==> src/hdl/assert_macros.svh <==
// assertion helpers shared by the rtl files
`ifndef ASSERT_MACROS_SVH
`define ASSERT_MACROS_SVH

// checked on every rising clock edge outside reset
`define GSC_ASSERT(label, prop, msg) \
    label: assert property (@(posedge i_clk) disable iff (!i_rst_n) prop) else $error(msg);

// checked on every rising clock edge, reset included
`define GSC_ASSERT_ALWAYS(label, prop, msg) \
    label: assert property (@(posedge i_clk) prop) else $error(msg);

`endif

==> src/hdl/gsc_pkg.sv <==
package gsc_pkg;

    localparam int KIND_W      = 2;
    localparam int COLUMN_W    = 6;
    localparam int VALUE_W     = 2;
    localparam int SCORE_W     = 10;
    localparam int THR_W       = 10;
    localparam int OUT_FIELD_W = 24;
    localparam int IN_USER_W   = 3;
    localparam int IN_DATA_W   = 8;
    localparam int OUT_DATA_W  = 48;
    localparam int COLUMN_CODES = 64;

    localparam logic [KIND_W-1:0] KIND_LOAD   = 2'd0;
    localparam logic [KIND_W-1:0] KIND_ROW    = 2'd1;
    localparam logic [KIND_W-1:0] KIND_REPORT = 2'd2;

    typedef struct packed {
        logic [KIND_W-1:0]  kind;
        logic               last;
        logic               case_flag;
        logic               in_range;
        logic [VALUE_W-1:0] value;
        logic [VALUE_W-1:0] ref_value;
    } t_elem;

endpackage

==> src/hdl/gsc_tally.sv <==
module gsc_tally #(
    parameter int COUNT_WIDTH = 24
) (
    input  logic                          i_clk,
    input  logic                          i_rst_n,
    input  logic                          i_cfg_we,
    input  logic [gsc_pkg::THR_W-1:0]     i_cfg_wdata,
    input  logic                          i_en,
    input  gsc_pkg::t_elem                i_elem,
    output logic [COUNT_WIDTH-1:0]        o_cases,
    output logic [COUNT_WIDTH-1:0]        o_controls
);

    `include "assert_macros.svh"

    logic [gsc_pkg::THR_W-1:0]    r_thr;
    logic [gsc_pkg::SCORE_W-1:0]  r_score;
    logic [gsc_pkg::SCORE_W-1:0]  n_score;
    logic [COUNT_WIDTH-1:0]       r_cases;
    logic [COUNT_WIDTH-1:0]       n_cases;
    logic [COUNT_WIDTH-1:0]       r_controls;
    logic [COUNT_WIDTH-1:0]       n_controls;

    logic [gsc_pkg::VALUE_W-1:0]  diff;
    logic [3:0]                   sq;
    logic [gsc_pkg::SCORE_W:0]    sum;
    logic [gsc_pkg::SCORE_W-1:0]  sat_score;
    logic [gsc_pkg::SCORE_W-1:0]  cur_score;
    logic                         hit;

    assign diff = (i_elem.value >= i_elem.ref_value) ? i_elem.value - i_elem.ref_value
                                                     : i_elem.ref_value - i_elem.value;
    assign sq        = 4'(diff) * 4'(diff);
    assign sum       = (gsc_pkg::SCORE_W+1)'(r_score) + (gsc_pkg::SCORE_W+1)'(sq);
    assign sat_score = sum[gsc_pkg::SCORE_W] ? '1 : sum[gsc_pkg::SCORE_W-1:0];
    assign cur_score = i_elem.in_range ? sat_score : r_score;
    assign hit       = cur_score < r_thr;

    always_comb begin
        n_score    = r_score;
        n_cases    = r_cases;
        n_controls = r_controls;
        if (i_en) begin
            case (i_elem.kind)
                gsc_pkg::KIND_ROW: begin
                    if (i_elem.last) begin
                        n_score = '0;
                        if (hit) begin
                            if (i_elem.case_flag) begin
                                n_cases = (&r_cases) ? r_cases : r_cases + 1'b1;
                            end else begin
                                n_controls = (&r_controls) ? r_controls : r_controls + 1'b1;
                            end
                        end
                    end else begin
                        n_score = cur_score;
                    end
                end
                gsc_pkg::KIND_REPORT: begin
                    n_cases    = '0;
                    n_controls = '0;
                end
                default: begin
                end
            endcase
        end
    end

    always_ff @(posedge i_clk) begin
        if (!i_rst_n) begin
            r_thr      <= '0;
            r_score    <= '0;
            r_cases    <= '0;
            r_controls <= '0;
        end else begin
            if (i_cfg_we) begin
                r_thr <= i_cfg_wdata;
            end
            r_score    <= n_score;
            r_cases    <= n_cases;
            r_controls <= n_controls;
        end
    end

    assign o_cases    = r_cases;
    assign o_controls = r_controls;

    `GSC_ASSERT(a_report_clears,
        i_en && (i_elem.kind == gsc_pkg::KIND_REPORT) |=> (r_cases == '0) && (r_controls == '0),
        "counters not cleared after report")
    `GSC_ASSERT(a_row_end_clears_score,
        i_en && (i_elem.kind == gsc_pkg::KIND_ROW) && i_elem.last |=> (r_score == '0),
        "row score not cleared at end of row")

endmodule

==> src/hdl/genotype_similarity_count_top.sv <==
// channel   dir  handshake                         payload
// s_axis    in   i_s_axis_tvalid / o_s_axis_tready tdata {value, column}, tuser {case_flag, kind},
//                                                  tlast last_of_row
// m_axis    out  o_m_axis_tvalid / i_m_axis_tready tdata {control_count, case_count}
// cfg       in   i_cfg_we                          i_cfg_wdata distance_threshold
//
// one item per cycle unless a report is held in the scoring stage; the reference store read is
// registered with the item, and the score, compare and counter update work on that stage
// a report is registered in the scoring stage, then in the output register behind o_m_axis_tvalid
// a report waiting for a full output register holds the scoring stage and stalls input
// i_rst_n is synchronous, active low; o_s_axis_tready is low during reset, and the
// reference store is not cleared by it
module genotype_similarity_count_top #(
    parameter int MAX_COLUMNS = 64,
    parameter int COUNT_WIDTH = 24
) (
    input  logic                               i_clk,
    input  logic                               i_rst_n,
    input  logic                               i_cfg_we,
    input  logic [gsc_pkg::THR_W-1:0]          i_cfg_wdata,
    input  logic                               i_s_axis_tvalid,
    output logic                               o_s_axis_tready,
    input  logic [gsc_pkg::IN_DATA_W-1:0]      i_s_axis_tdata,  // column, value
    input  logic [gsc_pkg::IN_USER_W-1:0]      i_s_axis_tuser,  // kind, case_flag
    input  logic                               i_s_axis_tlast,
    output logic                               o_m_axis_tvalid,
    input  logic                               i_m_axis_tready,
    output logic [gsc_pkg::OUT_DATA_W-1:0]     o_m_axis_tdata   // case_count, control_count
);

    `include "assert_macros.svh"

    localparam int DEPTH = (MAX_COLUMNS < gsc_pkg::COLUMN_CODES) ? MAX_COLUMNS
                                                                  : gsc_pkg::COLUMN_CODES;
    localparam int AW    = (DEPTH > 1) ? $clog2(DEPTH) : 1;

    logic [gsc_pkg::KIND_W-1:0]   in_kind;
    logic [gsc_pkg::COLUMN_W-1:0] in_column;
    logic [gsc_pkg::VALUE_W-1:0]  in_value;
    logic [15:0]                  col_ext;
    logic [AW-1:0]                idx;
    logic                         in_range;
    logic                         s_acc;
    logic                         s1_go;
    logic                         out_free;
    logic                         s1_report;

    logic [gsc_pkg::VALUE_W-1:0]  r_ref_mem [DEPTH];
    logic [gsc_pkg::VALUE_W-1:0]  r_ref;
    logic                         r_s1_valid;
    logic                         n_s1_valid;
    logic [gsc_pkg::KIND_W-1:0]   r_s1_kind;
    logic                         r_s1_last;
    logic                         r_s1_case;
    logic                         r_s1_in_range;
    logic [gsc_pkg::VALUE_W-1:0]  r_s1_value;
    logic                         r_out_valid;
    logic                         n_out_valid;
    logic [gsc_pkg::OUT_FIELD_W-1:0] r_out_with;
    logic [gsc_pkg::OUT_FIELD_W-1:0] r_out_without;

    gsc_pkg::t_elem               elem;
    logic [COUNT_WIDTH-1:0]       cases;
    logic [COUNT_WIDTH-1:0]       controls;
    logic [31:0]                  cases_ext;
    logic [31:0]                  controls_ext;

    assign in_kind   = i_s_axis_tuser[gsc_pkg::KIND_W-1:0];
    assign in_column = i_s_axis_tdata[gsc_pkg::COLUMN_W-1:0];
    assign in_value  = i_s_axis_tdata[gsc_pkg::COLUMN_W +: gsc_pkg::VALUE_W];
    assign col_ext   = 16'(in_column);
    assign idx       = col_ext[AW-1:0];
    assign in_range  = col_ext < 16'(MAX_COLUMNS);

    assign out_free        = !r_out_valid || i_m_axis_tready;
    assign s1_report       = r_s1_kind == gsc_pkg::KIND_REPORT;
    assign s1_go           = r_s1_valid && (!s1_report || out_free);
    assign o_s_axis_tready = i_rst_n && (!r_s1_valid || s1_go);
    assign s_acc           = i_s_axis_tvalid && o_s_axis_tready;

    // reference store, read registered alongside the item
    always_ff @(posedge i_clk) begin
        if (s_acc && (in_kind == gsc_pkg::KIND_LOAD) && in_range) begin
            r_ref_mem[idx] <= in_value;
        end
        if (s_acc) begin
            r_ref <= r_ref_mem[idx];
        end
    end

    always_ff @(posedge i_clk) begin
        if (s_acc) begin
            r_s1_kind     <= in_kind;
            r_s1_last     <= i_s_axis_tlast;
            r_s1_case     <= i_s_axis_tuser[gsc_pkg::KIND_W];
            r_s1_in_range <= in_range;
            r_s1_value    <= in_value;
        end
    end

    assign n_s1_valid  = s_acc || (r_s1_valid && !s1_go);
    assign n_out_valid = (s1_go && s1_report) || (r_out_valid && !i_m_axis_tready);

    always_ff @(posedge i_clk) begin
        if (!i_rst_n) begin
            r_s1_valid  <= 1'b0;
            r_out_valid <= 1'b0;
        end else begin
            r_s1_valid  <= n_s1_valid;
            r_out_valid <= n_out_valid;
        end
    end

    assign elem.kind      = r_s1_kind;
    assign elem.last      = r_s1_last;
    assign elem.case_flag = r_s1_case;
    assign elem.in_range  = r_s1_in_range;
    assign elem.value     = r_s1_value;
    assign elem.ref_value = r_ref;

    gsc_tally #(
        .COUNT_WIDTH(COUNT_WIDTH)
    ) u_tally (
        .i_clk       (i_clk),
        .i_rst_n     (i_rst_n),
        .i_cfg_we    (i_cfg_we),
        .i_cfg_wdata (i_cfg_wdata),
        .i_en        (s1_go),
        .i_elem      (elem),
        .o_cases     (cases),
        .o_controls  (controls)
    );

    assign cases_ext    = 32'(cases);
    assign controls_ext = 32'(controls);

    always_ff @(posedge i_clk) begin
        if (s1_go && s1_report) begin
            r_out_with    <= cases_ext[gsc_pkg::OUT_FIELD_W-1:0];
            r_out_without <= controls_ext[gsc_pkg::OUT_FIELD_W-1:0];
        end
    end

    assign o_m_axis_tvalid = r_out_valid;
    assign o_m_axis_tdata  = {r_out_without, r_out_with};

    `GSC_ASSERT(a_report_held,
        r_s1_valid && s1_report && !out_free |=> r_s1_valid,
        "stalled report dropped from scoring stage")
    `GSC_ASSERT(a_report_to_out,
        s1_go && s1_report |=> r_out_valid,
        "report did not reach output register")
    `GSC_ASSERT_ALWAYS(a_no_overwrite,
        !(s_acc && r_s1_valid && !s1_go),
        "item accepted over a held item")
    `GSC_ASSERT(a_out_only_from_report,
        !$past(r_out_valid) && r_out_valid |-> $past(s1_go && s1_report),
        "result appeared without a report")

endmodule

==> config.mk <==
export PLATFORM = sky130hd
export DESIGN_NAME = genotype_similarity_count_top
export DESIGN_NICKNAME = d
export VERILOG_FILES = /design/src/hdl/gsc_pkg.sv /design/src/hdl/gsc_tally.sv /design/src/hdl/genotype_similarity_count_top.sv
export VERILOG_INCLUDE_DIRS = /design/src /design/src/hdl
export SDC_FILE = /design/constraint.sdc
export NUM_CORES = 1
export LEC_CHECK = 0
export BUFFER_PORTS_ARGS = -buffer_cell sky130_fd_sc_hd__buf_4
export CAP_MARGIN = 15
export CORE_ASPECT_RATIO = 1.1
export CORE_MARGIN = 2
export CORE_UTILIZATION = 55
export DETAILED_ROUTE_END_ITERATION = 12
export GPL_TIMING_DRIVEN = 0
export PLACE_DENSITY = 0.76
export SLEW_MARGIN = 30
export SYNTH_ARGS = -nofsm -noshare
export SYNTH_HDL_FRONTEND = slang
export SYNTH_SLANG_ARGS = --single-unit
==> constraint.sdc <==
create_clock -name i_clk -period 5 [get_ports i_clk]
set_input_delay 0.5 -clock i_clk [delete_from_list [all_inputs] [get_ports i_clk]]
set_output_delay 0.5 -clock i_clk [all_outputs]
set_load 0.02 [all_outputs]
# After elaboration in Yosys (flattened, before gate mapping)

Memories as Yosys holds them, arrays and structs flattened. A register that Yosys moved wholly into a read port is not among the register bits.
Cells that the tools add are included.

Add/subtract/negate cells: 5
$mul: 1
Order comparisons: 3
Equal/unequal tests: 8
Mux-type cells: 16
Reductions and logical operators: 25

Operator list:

| operator              | count |
|---|---|
| $mux 24               | 8 |
| $pmux 24 s2           | 2 |
| $add 24x1->24 const B | 2 |
| $reduce_and 24->1     | 2 |
| $mux 10               | 3 |
| $reduce_and 6->1      | 2 |
| $add 10x4->11         | 1 |
| $lt 10x10->1          | 1 |
| $ne 2x2->1 const B    | 5 |
| $logic_and 1x1->1     | 8 |
| $lt 6x7->1 const B    | 1 |
| $logic_not 1->1       | 5 |
| $logic_or 1x1->1      | 5 |
| $mul 2x2->4           | 1 |
| $sub 2x2->2           | 2 |
| $eq 2x1->1 const B    | 1 |
| $eq 2x2->1 const B    | 1 |
| $ge 2x2->1            | 1 |
| $logic_not 2->1       | 1 |
| $mux 1                | 2 |
| $mux 2                | 1 |
| $ne 2x1->1 const B    | 1 |
| $reduce_and 2->1      | 1 |
| $reduce_bool 2->1     | 1 |

Register bits: 125
Bits in writable memories: 128
Memories kept: 1

Memory list:

| memory    | depth | bits a word | read ports | clocked after memory_dff | wr ports | RTL line                            | source |
|---|---|---|---|---|---|---|---|
| r_ref_mem | 64    | 2           | 1          | 1                        | 1        | genotype_similarity_count_top.sv:48 | `logic [gsc_pkg::VALUE_W-1:0] r_ref_mem [DEPTH];` |

# Depth between registers and ports, before layout

Word-level depth: 11
Depth in mapped cells: 20

# Hierarchy

Synthesis repeated with hierarchy kept, for this count alone.

Cell total of the unflattened synthesis: 972
Area total of the unflattened synthesis: 11,436.0 sq um

Modules (own cells, without submodules):

| module                        | times used | cells each | area an instance (sq um) | seq. area each (sq um) |
|---|---|---|---|---|
| genotype_similarity_count_top | 1          | 458        | 7,347.0                  | 5,565.3 |
| gsc_tally                     | 1          | 514        | 4,088.9                  | 1,361.3 |

# Worst setup path after synthesis

Ideal clock, no wire load.

Path kind: reg2reg
Start point: register r_ref[0] (netlist bit), read port of r_ref_mem
End point: register u_tally.r_cases[17], in the netlist u_tally.o_cases[17]
Library setup time: 134 ps
Arrival time: 4,307 ps
Data required time: 4,866 ps
Slack: 558 ps
Cell stages (with the launch flop): 19
Period minus slack after synthesis: 4,442 ps
Cell sequence: edfxtp_1 -> ha_1 -> fa_1 -> o211a_1 -> o21ai_0 -> ha_1 -> fa_1 -> a21o_1 -> and2_1 -> xnor2_1 -> nand2_1 -> ha_1 -> and3_1 -> o21ai_1 -> o2111ai_1 -> o31a_4 -> buf_6 -> o311ai_1 -> o41ai_2

Word-level cells in the longest chain between the ends: 9

RTL lines:

| element                                   | RTL line                            | source |
|---|---|---|
| start: declaration                        | genotype_similarity_count_top.sv:49 | `logic [gsc_pkg::VALUE_W-1:0] r_ref;` |
| $sub 2x2->2, or another cell as far along | gsc_tally.sv:32                     | `: i_elem.ref_value - i_elem.value;` |
| $mux 2 *                                  | gsc_tally.sv:31                     | `assign diff = (i_elem.value >= i_elem.ref_value) ? i_elem.value - i_elem.ref_value` |
| $mul 2x2->4 *                             | gsc_tally.sv:33                     | `assign sq = 4'(diff) * 4'(diff);` |
| $add 10x4->11 *                           | gsc_tally.sv:34                     | `assign sum = (gsc_pkg::SCORE_W+1)'(r_score) + (gsc_pkg::SCORE_W+1)'(sq);` |
| $mux 10 *                                 | gsc_tally.sv:35                     | `assign sat_score = sum[gsc_pkg::SCORE_W] ? '1 : sum[gsc_pkg::SCORE_W-1:0];` |
| $mux 10 *                                 | gsc_tally.sv:36                     | `assign cur_score = i_elem.in_range ? sat_score : r_score;` |
| $lt 10x10->1 *                            | gsc_tally.sv:37                     | `assign hit = cur_score < r_thr;` |
| $ne 2x1->1 (no source line) *             | -                                   |  |
| $reduce_and 6->1 (no source line) *       | -                                   |  |
| end signal: assignment                    | gsc_tally.sv:80                     | `r_cases <= n_cases;` |
| end: declaration                          | gsc_tally.sv:19                     | `logic [COUNT_WIDTH-1:0] r_cases;` |

Every way passes the cells marked *; elsewhere a longest branch is shown, timed or not.
A chain may end at the register's enable or synchronous reset.

# Final worst setup path

Start point: register r_ref[0] (netlist bit), read port of r_ref_mem
End point: register u_tally.r_cases[23], in the netlist u_tally.o_cases[23]

The elaborated chain is that of the path after synthesis.

==> results.json <==
{
  "run_status": "finished, final reports clean",
  "async_flop_share": 0,
  "critPathCapture": "u_tally.o_cases[23]",
  "muxShareOfSynthArea": 0.0128,
  "ys.flop_type": "edfxtp_1",
  "antenna_cells": 0,
  "r2r_cells": 18,
  "yosys.area.top_type": "edfxtp_1",
  "die_w_microns": 139,
  "gr-total-overflow": 0,
  "initial_utilization": 0.557,
  "synthCells": 887,
  "rsz0062_at_grt": "false",
  "core-area_sq_um": 19700,
  "numPortBuffers": 69,
  "p_leak_nw": 4.37,
  "syn_to_final_growth_pct": 16.4,
  "r2r_end": "u_tally.o_cases[23]",
  "critPathLaunchType": "register",
  "place_congestion": 0.895,
  "hp-class": "input port to register",
  "fin_crit_ns": 4.73,
  "path_buf_inv": 1,
  "final_common_cell": "edfxtp_1",
  "grt_pass1_wl_microns": 40400,
  "rrSetupSlack_ns": 0.27,
  "ios": 77,
  "critPathKind": "register to register",
  "wl_per_cell_microns": 20.6,
  "synth_adder_area_share": 0.0276,
  "worst_pin_slew_ns": 0.811,
  "yosysTopAreaCellShare": 0.503,
  "grt_antenna_before_repair": 0,
  "max_freq_mhz": 211,
  "cts_root_buffer": "clkbuf_16",
  "die_height_microns": 152,
  "drt-initial-drc-count": 1022,
  "crit_fanout": 10,
  "cp_top_family": "adder cells",
  "track_usage": 0.238,
  "yosys_warnings": 0,
  "ant_nets": 0,
  "ys_ff_latch": 254,
  "dieArea_sq_um": 21100,
  "finalMaxSlewViolations": 0,
  "powerDensity_nw_per_um2": 350,
  "synth-compound-area-share": 0.169,
  "synth_xor_xnor_area_share": 0.00239,
  "crit_start": "r_ref[0]",
  "finalWorstSetupSlack_ns": 0.267,
  "nets": 1040,
  "pre_cts_ws_ns": -0.157,
  "clock_path_buffers": 3,
  "cap_violations": 0,
  "cp_cell_sequence": "ha_1 > fa_1 > o211a_1 > o21ai_2 > ha_1 > fa_2 > a21o_1 > and2_1 > xnor2_1 > nand2_1 > ha_1 > nand4_1 > or4_4 > a31oi_4 > o31a_4 > nand2b_4 > buf_6 > o31ai_1",
  "finalHoldViolCount": 0,
  "period_share": 0.947,
  "htree_num_levels": 1,
  "ctsHoldBuffers": 0,
  "vias": 8057,
  "synth_top_family_by_area": "compound AO/OA/AOI/OAI gates",
  "synth_area_sq_um": 11000,
  "synth_edf_count": 184,
  "path_clk_slew_ns": 0.07,
  "cts_tree": "done",
  "cp_data_arrival_time_ns": 5.11,
  "postRouteWirelength_microns": 25900,
  "hpwl_microns": 17000,
  "grt_max_degree": 66,
  "crit_path_max_incr_delay_ns": 0.57,
  "postSynthAreaPerCell_sq_um": 12.4,
  "worstSetupEndpointType": "register",
  "finalClockSkew_ns": 0.0127,
  "synth.distinct_cells": 69,
  "max-slew-margin-rel": 0.457,
  "path_common_cell": "ha_1",
  "fillers": 1488,
  "syn_nets": 937,
  "grt_pass1_vias": 7656,
  "ys_seq_area_frac": 0.631,
  "num_rows": 54,
  "cp.depth": 18,
  "first_pass_iters": 6,
  "clk_latency_ns": 0.53,
  "power_mw": 4.47,
  "rr_startpoint": "r_ref[0]",
  "drc": 0,
  "numCtsBuffers": 25,
  "ir_drop_v": 0.000310,
  "synth-simple-area-share": 0.125,
  "required_ns": 5.37,
  "vias_per_cell": 6.39,
  "setup_violations": 0,
  "final_cell_mix": "edfxtp_1, nor2_1, buf_4",
  "slowest_stage": "or4_4",
  "drive_gt1_frac": 0.165,
  "cts_sinks": 254,
  "synth_area_leaders": "edfxtp_1, dfxtp_1, nor2_1"
}
-- power breakdown --
group,internal (mW),switching (mW)
registers,2.27,0.00912
logic,0.0997,0.185
clock network,1.12,0.792
-- registers in the layout (all words and copies together) (netlist names) --
register	count
r_s1_last	1
r_out_with	24
u_tally.o_cases	24
r_out_without	24
r_s1_valid	1
r_s1_case	1
u_tally.o_controls	24
u_tally.r_thr	10
o_m_axis_tvalid	1
r_ref	2
r_s1_value	2
r_s1_kind	2
u_tally.r_score	10
r_ref_mem	128
-- cells by family after synthesis --
kind of cell / after synthesis
compound gates: 247
xor+xnor: 3
fa+ha+maj: 23
mux: 14
buf+inv: 77
flops: 254
simple gates: 269
-- Yosys cell counts, drive strengths merged, types with 12 or more instances --
cell and instances:
o211ai 21, edfxtp 184, inv 22, o21ai 32, o31ai 26, ha 21
a221oi 14, and3 12, nand3 34, buf 21, clkbuf 34, o311ai 20
a21oi 20, a31oi 26, dfxtp 70, nor2b 20, nor2 89, a22o 14
mux2i 14, a22oi 43, nand2 50
-- worst min-delay path by stage --
stage | slack, ns | to | start | cells after the start
global route | 0.16 | r_s1_last | i_s_axis_tlast | 1
floorplan | 0.40 | r_out_with[3] | u_tally.o_cases[3] | 0
CTS | 0.15 | r_s1_last | i_s_axis_tlast | 1
finish | 0.16 | r_s1_last | i_s_axis_tlast | 1
detailed placement | 0.42 | r_out_without[15] | u_tally.o_controls[15] | 0
global placement | 0.41 | r_out_with[3] | u_tally.o_cases[3] | 0
-- per-layer routing --
layer / wire [microns] / GRT usage / up-vias
li1: - / - / 3667
met1: 10100 / 0.309 / 3838
met2: 12600 / 0.400 / 465
met3: 2140 / 0.0358 / 87
met4: 1070 / 0.109 / 0
met5: 0 / 0 / -
-- stage by stage --
step | cell area, sq um | util | hold WS [ns] | setup TNS [ns] | std cells
finish | 12800 | 0.648 | 0.164 | 0 | 1261
CTS | 12700 | 0.645 | 0.148 | 0 | 1256
global route | 12800 | 0.648 | 0.155 | 0 | 1261
detailed placement | 11900 | 0.602 | 0.422 | -1.83 | 1210
floorplan | 11000 | - | 0.403 | 0 | 887
global placement | 11800 | 0.599 | 0.414 | -0.0157 | 1208
-- final cells by class --
| cell class | count | area [sq um] | area share |
|---|---|---|---|
| multi-input combinational | 556 | 3750 | 0.293 |
| clock buffer | 35 | 726 | 0.0567 |
| clock inverter | 11 | 116 | 0.00910 |
| tap | 252 | 315 | 0.0246 |
| inverter | 22 | 82.6 | 0.00646 |
| buffer | 55 | 275 | 0.0215 |
| sequential | 254 | 6930 | 0.541 |
| timing repair buffer | 76 | 598 | 0.0468 |
-- worst reg2reg max path, stage by stage, from the launching register on --
cell and delay [ns]:
edfxtp_1 0.40, ha_1 0.23, fa_1 0.38, o211a_1 0.13, o21ai_2 0.13, ha_1 0.28, fa_2 0.42, a21o_1 0.22
and2_1 0.19, xnor2_1 0.14, nand2_1 0.08, ha_1 0.29, nand4_1 0.12, or4_4 0.57, a31oi_4 0.31, o31a_4 0.26
nand2b_4 0.16, buf_6 0.17, o31ai_1 0.10
-- what timing repair did --
item                       CTS  global route
pin swaps                    2             4
buffers inserted             0             5
setup endpoints to repair   31            48
gates resized for setup      2             9
Power figures use the tool's default switching activity.
